### config.mk
export PLATFORM = sky130hd
export DESIGN_NAME = four_digit_seven_segment_scanner
export DESIGN_NICKNAME = d
export VERILOG_FILES = /design/src/sv/fsss_pkg.sv /design/src/sv/four_digit_seven_segment_scanner.sv /design/src/sv/fsss_front.sv /design/src/sv/fsss_queue.sv /design/src/sv/fsss_back.sv
export VERILOG_INCLUDE_DIRS = /design/src /design/src/sv
export SDC_FILE = /design/constraint.sdc
export NUM_CORES = 1
export LEC_CHECK = 0
export BUFFER_PORTS_ARGS = -buffer_cell sky130_fd_sc_hd__buf_2
export CAP_MARGIN = 30
export CORE_AREA = 2 2 176 178
export CTS_CLUSTER_SIZE = 30
export DETAILED_ROUTE_END_ITERATION = 7
export DIE_AREA = 0 0 178 180
export PLACE_DENSITY = 0.89
export SLEW_MARGIN = 20
export SYNTH_ARGS = -nofsm -noshare
export SYNTH_HDL_FRONTEND = slang
export SYNTH_SLANG_ARGS = --single-unit
### constraint.sdc
create_clock -name clk -period 14.8 [get_ports clk]
set_clock_uncertainty 0.1 [all_clocks]
set_input_delay 2.22 -clock clk [delete_from_list [all_inputs] [get_ports clk]]
set_output_delay 2.22 -clock clk [all_outputs]
set_load 0.1 [all_outputs]
### src/sv/four_digit_seven_segment_scanner_assert.svh
// Assertion macros shared by the scanner modules.
`ifndef FOUR_DIGIT_SEVEN_SEGMENT_SCANNER_ASSERT_SVH
`define FOUR_DIGIT_SEVEN_SEGMENT_SCANNER_ASSERT_SVH
`ifndef NO_ASSERTIONS
// A condition that must hold at every clock edge out of reset.
`define FSSS_ASSERT(name, cond, msg) \
    name: assert property (@(posedge clk) disable iff (!rst_n) (cond)) else $error(msg);
// A condition that must hold in the cycle after a trigger.
`define FSSS_ASSERT_NEXT(name, pre, post, msg) \
    name: assert property (@(posedge clk) disable iff (!rst_n) (pre) |=> (post)) \
        else $error(msg);
`else
`define FSSS_ASSERT(name, cond, msg)
`define FSSS_ASSERT_NEXT(name, pre, post, msg)
`endif
`endif

### src/sv/fsss_pkg.sv
// Types, constants and helper functions of the four-digit seven-segment scanner.
package fsss_pkg;

    localparam int DIGIT_COUNT   = 4;
    localparam int FRACTION_BITS = 12;

    localparam int VALUE_W = 29;
    localparam int DEC_W   = 8;
    localparam int SEG_W   = 8;
    localparam int SCALE_W = 10;
    localparam int PROD_W  = VALUE_W + SCALE_W;
    localparam int NUM_W   = 14;
    localparam int REM_W   = 10;
    localparam int CODE_W  = 4;
    localparam int POINT_W = 3;
    localparam int SCAN_W  = $clog2(DIGIT_COUNT);

    localparam int Q_DEPTH = 2;
    localparam int PTR_W   = $clog2(Q_DEPTH);
    localparam int CNT_W   = $clog2(Q_DEPTH + 1);

    localparam logic [CODE_W-1:0] CODE_MINUS = 4'd10;
    localparam logic [CODE_W-1:0] CODE_E     = 4'd11;
    localparam logic [CODE_W-1:0] CODE_R     = 4'd12;
    localparam logic [CODE_W-1:0] CODE_BLANK = 4'd13;

    localparam logic [POINT_W-1:0] POINT_OFF = 3'd5;

    localparam int DISPLAY_MAX = 9999;
    localparam int NEG_MAX     = 999;

    localparam logic [PROD_W-1:0] LIM_POS = PROD_W'(DISPLAY_MAX) << FRACTION_BITS;
    localparam logic [PROD_W-1:0] LIM_NEG = PROD_W'(NEG_MAX) << FRACTION_BITS;

    typedef enum logic [1:0] {
        ACT_SHOW_INT = 2'd0,
        ACT_SHOW_FIX = 2'd1,
        ACT_TICK     = 2'd2,
        ACT_IGNORE   = 2'd3
    } action_t;

    typedef enum logic {
        CMD_SHOW = 1'b0,
        CMD_TICK = 1'b1
    } cmd_op_t;

    // Product stage register of the front part.
    typedef struct packed {
        action_t           act;
        logic              neg;
        logic              dec_big;
        logic [1:0]        dec2;
        logic [PROD_W-1:0] prod;
    } s1_t;

    // Classified request handed from the front part to the back part.
    typedef struct packed {
        cmd_op_t            op;
        logic               err;
        logic               minus;
        logic [POINT_W-1:0] point;
        logic [CODE_W-1:0]  thousands;
        logic [REM_W-1:0]   rest;
    } cmd_t;

    typedef struct packed {
        logic [CODE_W-1:0] digit;
        logic [NUM_W-1:0]  rest;
    } split_t;

    // Active-high segment pattern, bit7 a down to bit1 g, bit0 unused.
    function automatic logic [SEG_W-1:0] lit_segments(input logic [CODE_W-1:0] code);
        logic [SEG_W-1:0] pat;
        unique case (code)
            4'd0:    pat = 8'hFC;
            4'd1:    pat = 8'h60;
            4'd2:    pat = 8'hDA;
            4'd3:    pat = 8'hF2;
            4'd4:    pat = 8'h66;
            4'd5:    pat = 8'hB6;
            4'd6:    pat = 8'hBE;
            4'd7:    pat = 8'hE0;
            4'd8:    pat = 8'hFE;
            4'd9:    pat = 8'hF6;
            4'd10:   pat = 8'h02;
            4'd11:   pat = 8'h9E;
            4'd12:   pat = 8'h0A;
            default: pat = 8'h00;
        endcase
        return pat;
    endfunction

    // One decimal digit by parallel compares against the multiples of base.
    // The value must stay below ten times base.
    function automatic split_t digit_split(input logic [NUM_W-1:0] val,
                                           input logic [NUM_W-1:0] base);
        split_t res;
        res.digit = '0;
        res.rest  = val;
        for (int k = 1; k <= 9; k++) begin
            if (val >= NUM_W'(k) * base) begin
                res.digit = CODE_W'(k);
                res.rest  = val - NUM_W'(k) * base;
            end
        end
        return res;
    endfunction

endpackage

### src/sv/four_digit_seven_segment_scanner.sv
// Four-digit seven-segment scanner: top level joining front, request queue and back.
// Throughput: one request per cycle, show requests and ticks alike, while full is low.
// Path: a tick result passes the product register, the request queue and
// the output register to the result ports; it waits while results are not popped.
// A show request takes the same path but ends in the digit registers; later ticks see it.
// Reset: digits zero, point at digit 0, scan at digit 0, ticks ignored until the first show.
module four_digit_seven_segment_scanner
    import fsss_pkg::*;
(
    input  logic                      clk,
    input  logic                      rst_n,
    input  logic                      push,
    output logic                      full,
    input  logic [1:0]                action,
    input  logic signed [VALUE_W-1:0] value,
    input  logic [DEC_W-1:0]          decimals,
    output logic                      empty,
    input  logic                      pop,
    output logic [SEG_W-1:0]          segments_n,
    output logic [DIGIT_COUNT-1:0]    digit_enable_n,
    output logic [SCAN_W-1:0]         digit_index
);

    logic q_wr;
    logic q_full;
    logic q_pop;
    logic q_empty;
    cmd_t q_wr_data;
    cmd_t q_rd_data;

    fsss_front u_front (
        .clk      (clk),
        .rst_n    (rst_n),
        .push     (push),
        .full     (full),
        .action   (action),
        .value    (value),
        .decimals (decimals),
        .q_wr     (q_wr),
        .q_data   (q_wr_data),
        .q_full   (q_full)
    );

    fsss_queue u_queue (
        .clk     (clk),
        .rst_n   (rst_n),
        .wr      (q_wr),
        .wr_data (q_wr_data),
        .full    (q_full),
        .rd      (q_pop),
        .rd_data (q_rd_data),
        .empty   (q_empty)
    );

    fsss_back u_back (
        .clk            (clk),
        .rst_n          (rst_n),
        .q_empty        (q_empty),
        .q_pop          (q_pop),
        .q_data         (q_rd_data),
        .empty          (empty),
        .pop            (pop),
        .segments_n     (segments_n),
        .digit_enable_n (digit_enable_n),
        .digit_index    (digit_index)
    );

endmodule

### src/sv/fsss_front.sv
// Front part: accepts requests, scales the value and classifies the request.
module fsss_front
    import fsss_pkg::*;
(
    input  logic               clk,
    input  logic               rst_n,
    input  logic               push,
    output logic               full,
    input  logic [1:0]         action,
    input  logic signed [VALUE_W-1:0] value,
    input  logic [DEC_W-1:0]   decimals,
    output logic               q_wr,
    output cmd_t               q_data,
    input  logic               q_full
);

    logic               s1_valid_reg;
    logic               s1_valid_next;
    s1_t                s1_reg;
    s1_t                s1_next;
    logic               accept;
    logic               s1_adv;
    logic [VALUE_W-1:0] mag;
    logic [SCALE_W-1:0] scale;
    logic [PROD_W-1:0]  int_part;
    logic [NUM_W-1:0]   num;
    split_t             th;

    assign s1_adv = !s1_valid_reg || q_wr;
    assign full   = !s1_adv;
    assign accept = push && s1_adv;
    assign q_wr   = s1_valid_reg && !q_full;

    // Magnitude times 10^(decimals mod 4) when fixed point, else times one.
    always_comb
    begin
        s1_next.act     = action_t'(action);
        s1_next.neg     = value[VALUE_W-1];
        s1_next.dec_big = |decimals[DEC_W-1:2];
        s1_next.dec2    = decimals[1:0];
        mag = value[VALUE_W-1] ? (~value + 1'b1) : value;
        if (action_t'(action) == ACT_SHOW_FIX)
        begin
            case (decimals[1:0])
                2'd0:    scale = SCALE_W'(1);
                2'd1:    scale = SCALE_W'(10);
                2'd2:    scale = SCALE_W'(100);
                default: scale = SCALE_W'(1000);
            endcase
        end
        else
        begin
            scale = SCALE_W'(1);
        end
        s1_next.prod = PROD_W'(mag) * PROD_W'(scale);
    end

    always_comb
    begin
        s1_valid_next = s1_valid_reg;
        if (accept)
            s1_valid_next = (action_t'(action) != ACT_IGNORE);
        else if (q_wr)
            s1_valid_next = 1'b0;
    end

    always_ff @(posedge clk or negedge rst_n)
    begin
        if (!rst_n)
            s1_valid_reg <= 1'b0;
        else
            s1_valid_reg <= s1_valid_next;
    end

    always_ff @(posedge clk)
    begin
        if (accept)
            s1_reg <= s1_next;
    end

    // Checks with decimals are exact on the product, before truncation.
    always_comb
    begin
        int_part     = s1_reg.prod >> FRACTION_BITS;
        q_data.op    = CMD_SHOW;
        q_data.err   = 1'b0;
        q_data.minus = 1'b0;
        q_data.point = POINT_OFF;
        num          = int_part[NUM_W-1:0];
        unique case (s1_reg.act)
            ACT_SHOW_INT:
            begin
                q_data.err = s1_reg.neg || (s1_reg.prod > PROD_W'(DISPLAY_MAX));
                num        = s1_reg.prod[NUM_W-1:0];
            end
            ACT_SHOW_FIX:
            begin
                q_data.minus = s1_reg.neg;
                q_data.point = (s1_reg.dec2 == 2'd0) ? POINT_OFF
                             : POINT_W'(3) - POINT_W'(s1_reg.dec2);
                if (!s1_reg.neg)
                    q_data.err = s1_reg.dec_big
                               || ((s1_reg.dec2 != 2'd0) && (s1_reg.prod > LIM_POS))
                               || ((s1_reg.dec2 == 2'd0)
                                   && (int_part > PROD_W'(DISPLAY_MAX)));
                else
                    q_data.err = s1_reg.dec_big || (s1_reg.dec2 == 2'd3)
                               || ((s1_reg.dec2 != 2'd0) && (s1_reg.prod > LIM_NEG))
                               || ((s1_reg.dec2 == 2'd0) && (int_part > PROD_W'(NEG_MAX)));
            end
            ACT_TICK:
            begin
                q_data.op = CMD_TICK;
            end
            ACT_IGNORE:
            begin
                q_data.op = CMD_TICK;
            end
        endcase
        th               = digit_split(num, NUM_W'(1000));
        q_data.thousands = th.digit;
        q_data.rest      = th.rest[REM_W-1:0];
    end

endmodule

### src/sv/fsss_queue.sv
// Short request queue between the front and back parts.
`include "four_digit_seven_segment_scanner_assert.svh"
module fsss_queue
    import fsss_pkg::*;
(
    input  logic clk,
    input  logic rst_n,
    input  logic wr,
    input  cmd_t wr_data,
    output logic full,
    input  logic rd,
    output cmd_t rd_data,
    output logic empty
);

    cmd_t             entries_reg [Q_DEPTH];
    logic [PTR_W-1:0] wr_ptr_reg;
    logic [PTR_W-1:0] wr_ptr_next;
    logic [PTR_W-1:0] rd_ptr_reg;
    logic [PTR_W-1:0] rd_ptr_next;
    logic [CNT_W-1:0] cnt_reg;
    logic [CNT_W-1:0] cnt_next;

    assign full    = (cnt_reg == CNT_W'(Q_DEPTH));
    assign empty   = (cnt_reg == '0);
    assign rd_data = entries_reg[rd_ptr_reg];

    always_comb
    begin
        wr_ptr_next = wr_ptr_reg;
        rd_ptr_next = rd_ptr_reg;
        cnt_next    = cnt_reg;
        if (wr)
            wr_ptr_next = (wr_ptr_reg == PTR_W'(Q_DEPTH - 1)) ? '0 : wr_ptr_reg + 1'b1;
        if (rd)
            rd_ptr_next = (rd_ptr_reg == PTR_W'(Q_DEPTH - 1)) ? '0 : rd_ptr_reg + 1'b1;
        if (wr && !rd)
            cnt_next = cnt_reg + 1'b1;
        else if (rd && !wr)
            cnt_next = cnt_reg - 1'b1;
    end

    always_ff @(posedge clk or negedge rst_n)
    begin
        if (!rst_n)
        begin
            wr_ptr_reg <= '0;
            rd_ptr_reg <= '0;
            cnt_reg    <= '0;
        end
        else
        begin
            wr_ptr_reg <= wr_ptr_next;
            rd_ptr_reg <= rd_ptr_next;
            cnt_reg    <= cnt_next;
        end
    end

    always_ff @(posedge clk)
    begin
        if (wr)
            entries_reg[wr_ptr_reg] <= wr_data;
    end

    `FSSS_ASSERT(a_no_overflow, !(wr && full), "write into a full request queue")
    `FSSS_ASSERT(a_no_underflow, !(rd && empty), "read from an empty request queue")
    `FSSS_ASSERT_NEXT(a_count_up, wr && !rd, cnt_reg == $past(cnt_reg) + 1'b1, "count missed a write")

endmodule

### src/sv/fsss_back.sv
// Back part: holds the digit state, applies show requests and serves scan ticks.
`include "four_digit_seven_segment_scanner_assert.svh"
module fsss_back
    import fsss_pkg::*;
(
    input  logic                    clk,
    input  logic                    rst_n,
    input  logic                    q_empty,
    output logic                    q_pop,
    input  cmd_t                    q_data,
    output logic                    empty,
    input  logic                    pop,
    output logic [SEG_W-1:0]        segments_n,
    output logic [DIGIT_COUNT-1:0]  digit_enable_n,
    output logic [SCAN_W-1:0]       digit_index
);

    logic [CODE_W-1:0]      codes_reg [DIGIT_COUNT];
    logic [CODE_W-1:0]      codes_next [DIGIT_COUNT];
    logic [POINT_W-1:0]     point_reg;
    logic [POINT_W-1:0]     point_next;
    logic [SCAN_W-1:0]      scan_reg;
    logic [SCAN_W-1:0]      scan_next;
    logic                   running_reg;
    logic                   running_next;
    logic                   out_valid_reg;
    logic                   out_valid_next;
    logic [SEG_W-1:0]       seg_reg;
    logic [SEG_W-1:0]       seg_next;
    logic [DIGIT_COUNT-1:0] den_reg;
    logic [DIGIT_COUNT-1:0] den_next;
    logic [SCAN_W-1:0]      idx_reg;
    logic                   slot_free;
    logic                   emit;
    split_t                 hund;
    split_t                 tens;

    assign slot_free = !out_valid_reg || pop;
    // Once running, a tick waits only for the output slot; all else goes through.
    assign q_pop = !q_empty && ((q_data.op == CMD_SHOW) || !running_reg || slot_free);
    assign emit  = q_pop && (q_data.op == CMD_TICK) && running_reg;

    always_comb
    begin
        hund = digit_split(NUM_W'(q_data.rest), NUM_W'(100));
        tens = digit_split(hund.rest, NUM_W'(10));
    end

    always_comb
    begin
        codes_next   = codes_reg;
        point_next   = point_reg;
        scan_next    = scan_reg;
        running_next = running_reg;
        if (q_pop && (q_data.op == CMD_SHOW))
        begin
            running_next = 1'b1;
            if (q_data.err)
            begin
                codes_next[0] = CODE_BLANK;
                codes_next[1] = CODE_E;
                codes_next[2] = CODE_R;
                codes_next[3] = CODE_R;
                point_next    = POINT_OFF;
            end
            else
            begin
                codes_next[0] = q_data.minus ? CODE_MINUS : q_data.thousands;
                codes_next[1] = hund.digit;
                codes_next[2] = tens.digit;
                codes_next[3] = tens.rest[CODE_W-1:0];
                point_next    = q_data.point;
            end
        end
        if (emit)
            scan_next = scan_reg + 1'b1;
    end

    always_comb
    begin
        out_valid_next = out_valid_reg;
        if (emit)
            out_valid_next = 1'b1;
        else if (pop)
            out_valid_next = 1'b0;
        seg_next    = ~lit_segments(codes_reg[scan_reg]) & 8'hFE;
        seg_next[0] = ({1'b0, scan_reg} != point_reg);
        den_next    = ~(DIGIT_COUNT'(1) << scan_reg);
    end

    always_ff @(posedge clk or negedge rst_n)
    begin
        if (!rst_n)
        begin
            for (int i = 0; i < DIGIT_COUNT; i++)
                codes_reg[i] <= '0;
            point_reg     <= '0;
            scan_reg      <= '0;
            running_reg   <= 1'b0;
            out_valid_reg <= 1'b0;
        end
        else
        begin
            codes_reg     <= codes_next;
            point_reg     <= point_next;
            scan_reg      <= scan_next;
            running_reg   <= running_next;
            out_valid_reg <= out_valid_next;
        end
    end

    always_ff @(posedge clk)
    begin
        if (emit)
        begin
            seg_reg <= seg_next;
            den_reg <= den_next;
            idx_reg <= scan_reg;
        end
    end

    assign empty          = !out_valid_reg;
    assign segments_n     = seg_reg;
    assign digit_enable_n = den_reg;
    assign digit_index    = idx_reg;

    `FSSS_ASSERT(a_enable_onecold, !out_valid_reg || $onehot(~den_reg), "digit enable not one-cold")
    `FSSS_ASSERT(a_enable_matches, !out_valid_reg || (den_reg == ~(DIGIT_COUNT'(1) << idx_reg)), "enable and index disagree")
    `FSSS_ASSERT(a_running_holds, !$fell(running_reg), "running dropped after start")
    `FSSS_ASSERT_NEXT(a_scan_steps, emit, scan_reg == $past(scan_reg) + 1'b1, "scan did not advance")

endmodule

==> flow_summary_export.csv <==
group,metric,value,unit
run_status,status,"finished, final reports clean",
sta,worst_slew_pin_slew,1.07,ns
synth,synthArstFlopShare,0.220,
sta,period_needed,10.20,ns
power_and_ir_drop,p_total,3.90,mW
sta,maxSlewViolCount,0,
drt,wirelength,44.7,mm
clock_tree,cts_hold_buf,0,
drt,drt_iter0_drc,1298,
synth,synth_seq_cells,127,
final_layout,diodes,0,
critical_path,critPathKind,"input pin to flip-flop",
worst_hold_path,hp-start,"u_back.running_reg",
clock_tree,cts_resized,0,
grt,grt_first_pass_wirelength,74.0,mm
grt,grt_overflow,0,
floorplanning,die_y,180,µm
synth,ys_warn_count,0,
final_layout,final_cell_mix,"inv_1 (258), nand2_1 (193), fa_1 (172)",
critical_path,cp_max_fo,8,
floorplanning,row_count,64,
critical_path,r2r_setup_slack,8.09,ns
final_layout,multi_input_area,13000,µm²
drt,final_antenna_net_count,0,
power_and_ir_drop,cellPowerDensity,203,nW/µm²
synth,syn_inst,1927,
sta,rsz0062_at_grt,"no",
critical_path,arrival,10.26,ns
run,max_cap_violations,0,
final_layout,fin_util,0.637,
synth,yosysSeqAreaShare,0.205,
synth,syn_nets,2304,
critical_path,required,14.86,ns
synth,synth_cell_type_count,117,
drt,drt-wirelength-per-cell,18.8,µm
sta,slew_headroom,0.283,
floorplanning,ios,59,
grt,grt_pass1_vias,14800,
place,place.detailed.hpwl,35.4,mm
drt,drcViolationCount,0,
floorplanning,core-area,30200,µm²
synth,yosysTopAreaCell,"fa_1",
drt,viasPerCell,6.17,
power_and_ir_drop,p_seq_frac,0.177,
sta,finalHoldViolations,0,
clock_tree,cts_setup_buffers,0,
place,gp_congestion,0.951,
floorplanning,die_area,32000,µm²
drt,vias,14700,
critical_path,cp-start-kind,"input pin",
power_and_ir_drop,p_leak,8.85,nW
clock_tree,clkLatencyLatePin,0.42,ns
power_and_ir_drop,pwr-share-clk,0.105,
sta,tns,0,ns
final_layout,nets,2350,
clock_tree,cts_root_buf,"clkbuf_16",
critical_path,end_kind,"flip-flop",
sta,setup_viol,0,
synth,synthesis.area,18000,µm²
final_layout,drive_gt1_frac,0.0992,
final_layout,seq_area,3670,µm²
floorplanning,dieWidth,178,µm
floorplanning,start_util,0.595,
grt,antenna_found_initial,0,
power_and_ir_drop,p_sw_frac,0.537,
power_and_ir_drop,comb_power_share,0.718,
synth,yosys.area.top_type_share,0.192,
power_and_ir_drop,internal_power,1.81,mW
synth,synth-edff-count,99,
power_and_ir_drop,switchingPower,2.09,mW
worst_hold_path,hold_class,"flip-flop to flip-flop",
final_layout,synthToLayoutAreaGrowth,7.07,%
final_layout,largest_reg_flops,40,
clock_tree,cts_made_buffers,17,
sta,max_freq,98.1,MHz
sta,post-route-period-util,0.689,
clock_tree,cts_tree,"yes",
clock_tree,ctsHtreeMaxLevel,4,
clock_tree,clock_path_buffers,2,
place,io_buffers,58,
power_and_ir_drop,peakVddDrop,173,µV
synth,ys.flop_type,"edfxtp_1",
final_layout,layout_commonest_cell,"inv_1",
critical_path,critPathLaunch,"value[7]",
critical_path,worstReg2RegStart,"u_queue.rd_ptr_reg",
clock_tree,clock-sinks,127,
clock_tree,clk_pin_slew,0.06,ns
grt,grtUsageTotal,0.286,
grt,grt_max_degree,55,
synth,synth_area_leaders,"fa_1 (19%), edfxtp_1 (17%), ha_1 (11%)",
synth,synth.avg_cell_area,9.32,µm²
final_layout,fillers,2419,
drt,drt_pass1_iterations,6,
through the flow:
| step | hold slack (ns) | worst slack [ns] | area (µm²) | std cells |
|---|---|---|---|---|
| after floorplan | 0.336 | 5.02 | 18000 | 1927 |
| after global placement | 0.356 | 4.39 | 18600 | 2344 |
| after detailed placement | 0.356 | 4.19 | 18600 | 2346 |
| after CTS | 0.378 | 4.60 | 19200 | 2378 |
| after global routing | 0.384 | 4.19 | 19200 | 2382 |
| final | 0.375 | 4.60 | 19200 | 2382 |
logic make-up after synthesis:
kind of cell             after synthesis  share of synthesized area
flip-flops                           127                      0.205
XOR/XNOR                             111                     0.0541
multiplexers                          55                     0.0384
AO/OA/AOI/OAI                        434                      0.177
adder cells (fa/ha/maj)              338                      0.307
buffers and inverters                315                     0.0714
AND/OR/NAND/NOR                      547                      0.148
critical path: stages:
cell	delay, ns
buf_2	0.12
nor4_1	0.38
nand3_1	0.20
or4_1	0.47
nand2b_1	0.24
o41ai_1	0.33
xnor2_1	0.36
nand3_1	0.29
fa_1	0.58
inv_1	0.05
fa_1	0.51
fa_1	0.53
fa_1	0.55
inv_1	0.06
fa_1	0.52
inv_1	0.04
ha_1	0.30
inv_1	0.08
or3_1	0.39
or2_2	0.31
or4_1	0.55
a31oi_1	0.31
o21bai_1	0.15
or3b_2	0.22
nand2_1	0.04
o21ai_0	0.22
o41ai_1	0.11
xnor2_1	0.13
cell type report:
cell class / count / share of cell area
Clock inverter: 14 / 0.00748
Clock buffer: 18 / 0.0234
Timing Repair Buffer: 81 / 0.0247
Multi-Input combinational cell: 1485 / 0.677
Sequential cell: 127 / 0.191
Inverter: 261 / 0.0510
Tap cell: 396 / 0.0258
synth_stat cells, drive strengths merged (9+ instances only):
cell type	instances
a211o	11
a211oi	14
a21boi	11
a21o	31
a21oi	82
a31oi	21
and2	23
and3	10
buf	20
clkbuf	33
dfrtp	28
edfxtp	99
fa	172
ha	162
inv	261
mux2	12
mux2i	40
nand2	193
nand2b	37
nand3	30
nand4	9
nor2	131
nor2b	11
nor3	34
nor4	11
o2111ai	9
o211ai	18
o21a	21
o21ai	92
o21bai	10
o31ai	20
or2	9
or3	19
or4	9
xnor2	77
xor2	34
worst paths after layout:
kind | to | cells past startpoint
hold / removal | u_back.running_reg | 1
setup reg to reg | u_back.codes_reg[2] | 19
setup / recovery | u_front.int_part[26] | 28
hold reg to reg | u_back.running_reg | 1
max in group asynchronous | u_queue.rd_ptr_reg | 1
min in group asynchronous | u_back.codes_reg[11] | 1
power groups by stage:
stage | sequential (mW) | combinational (mW) | clock [mW]
after global routing | 0.705 | 3.03 | 0.431
final | 0.690 | 2.80 | 0.409
after global placement | 0.689 | 2.65 | 0
after floorplan | 0.778 | 2.04 | 0
after detailed placement | 0.694 | 2.71 | 0
after CTS | 0.689 | 2.73 | 0.413
routing by layer:
| layer | track usage | vias up | share of wire |
|---|---|---|---|
| li1 | - | 6785 | - |
| met1 | 0.373 | 7058 | 0.41 |
| met2 | 0.482 | 719 | 0.49 |
| met3 | 0.0459 | 127 | 0.075 |
| met4 | 0.0997 | 0 | 0.032 |
| met5 | 0 | - | 0 |
Note: power is estimated with default switching activity, not from simulation.
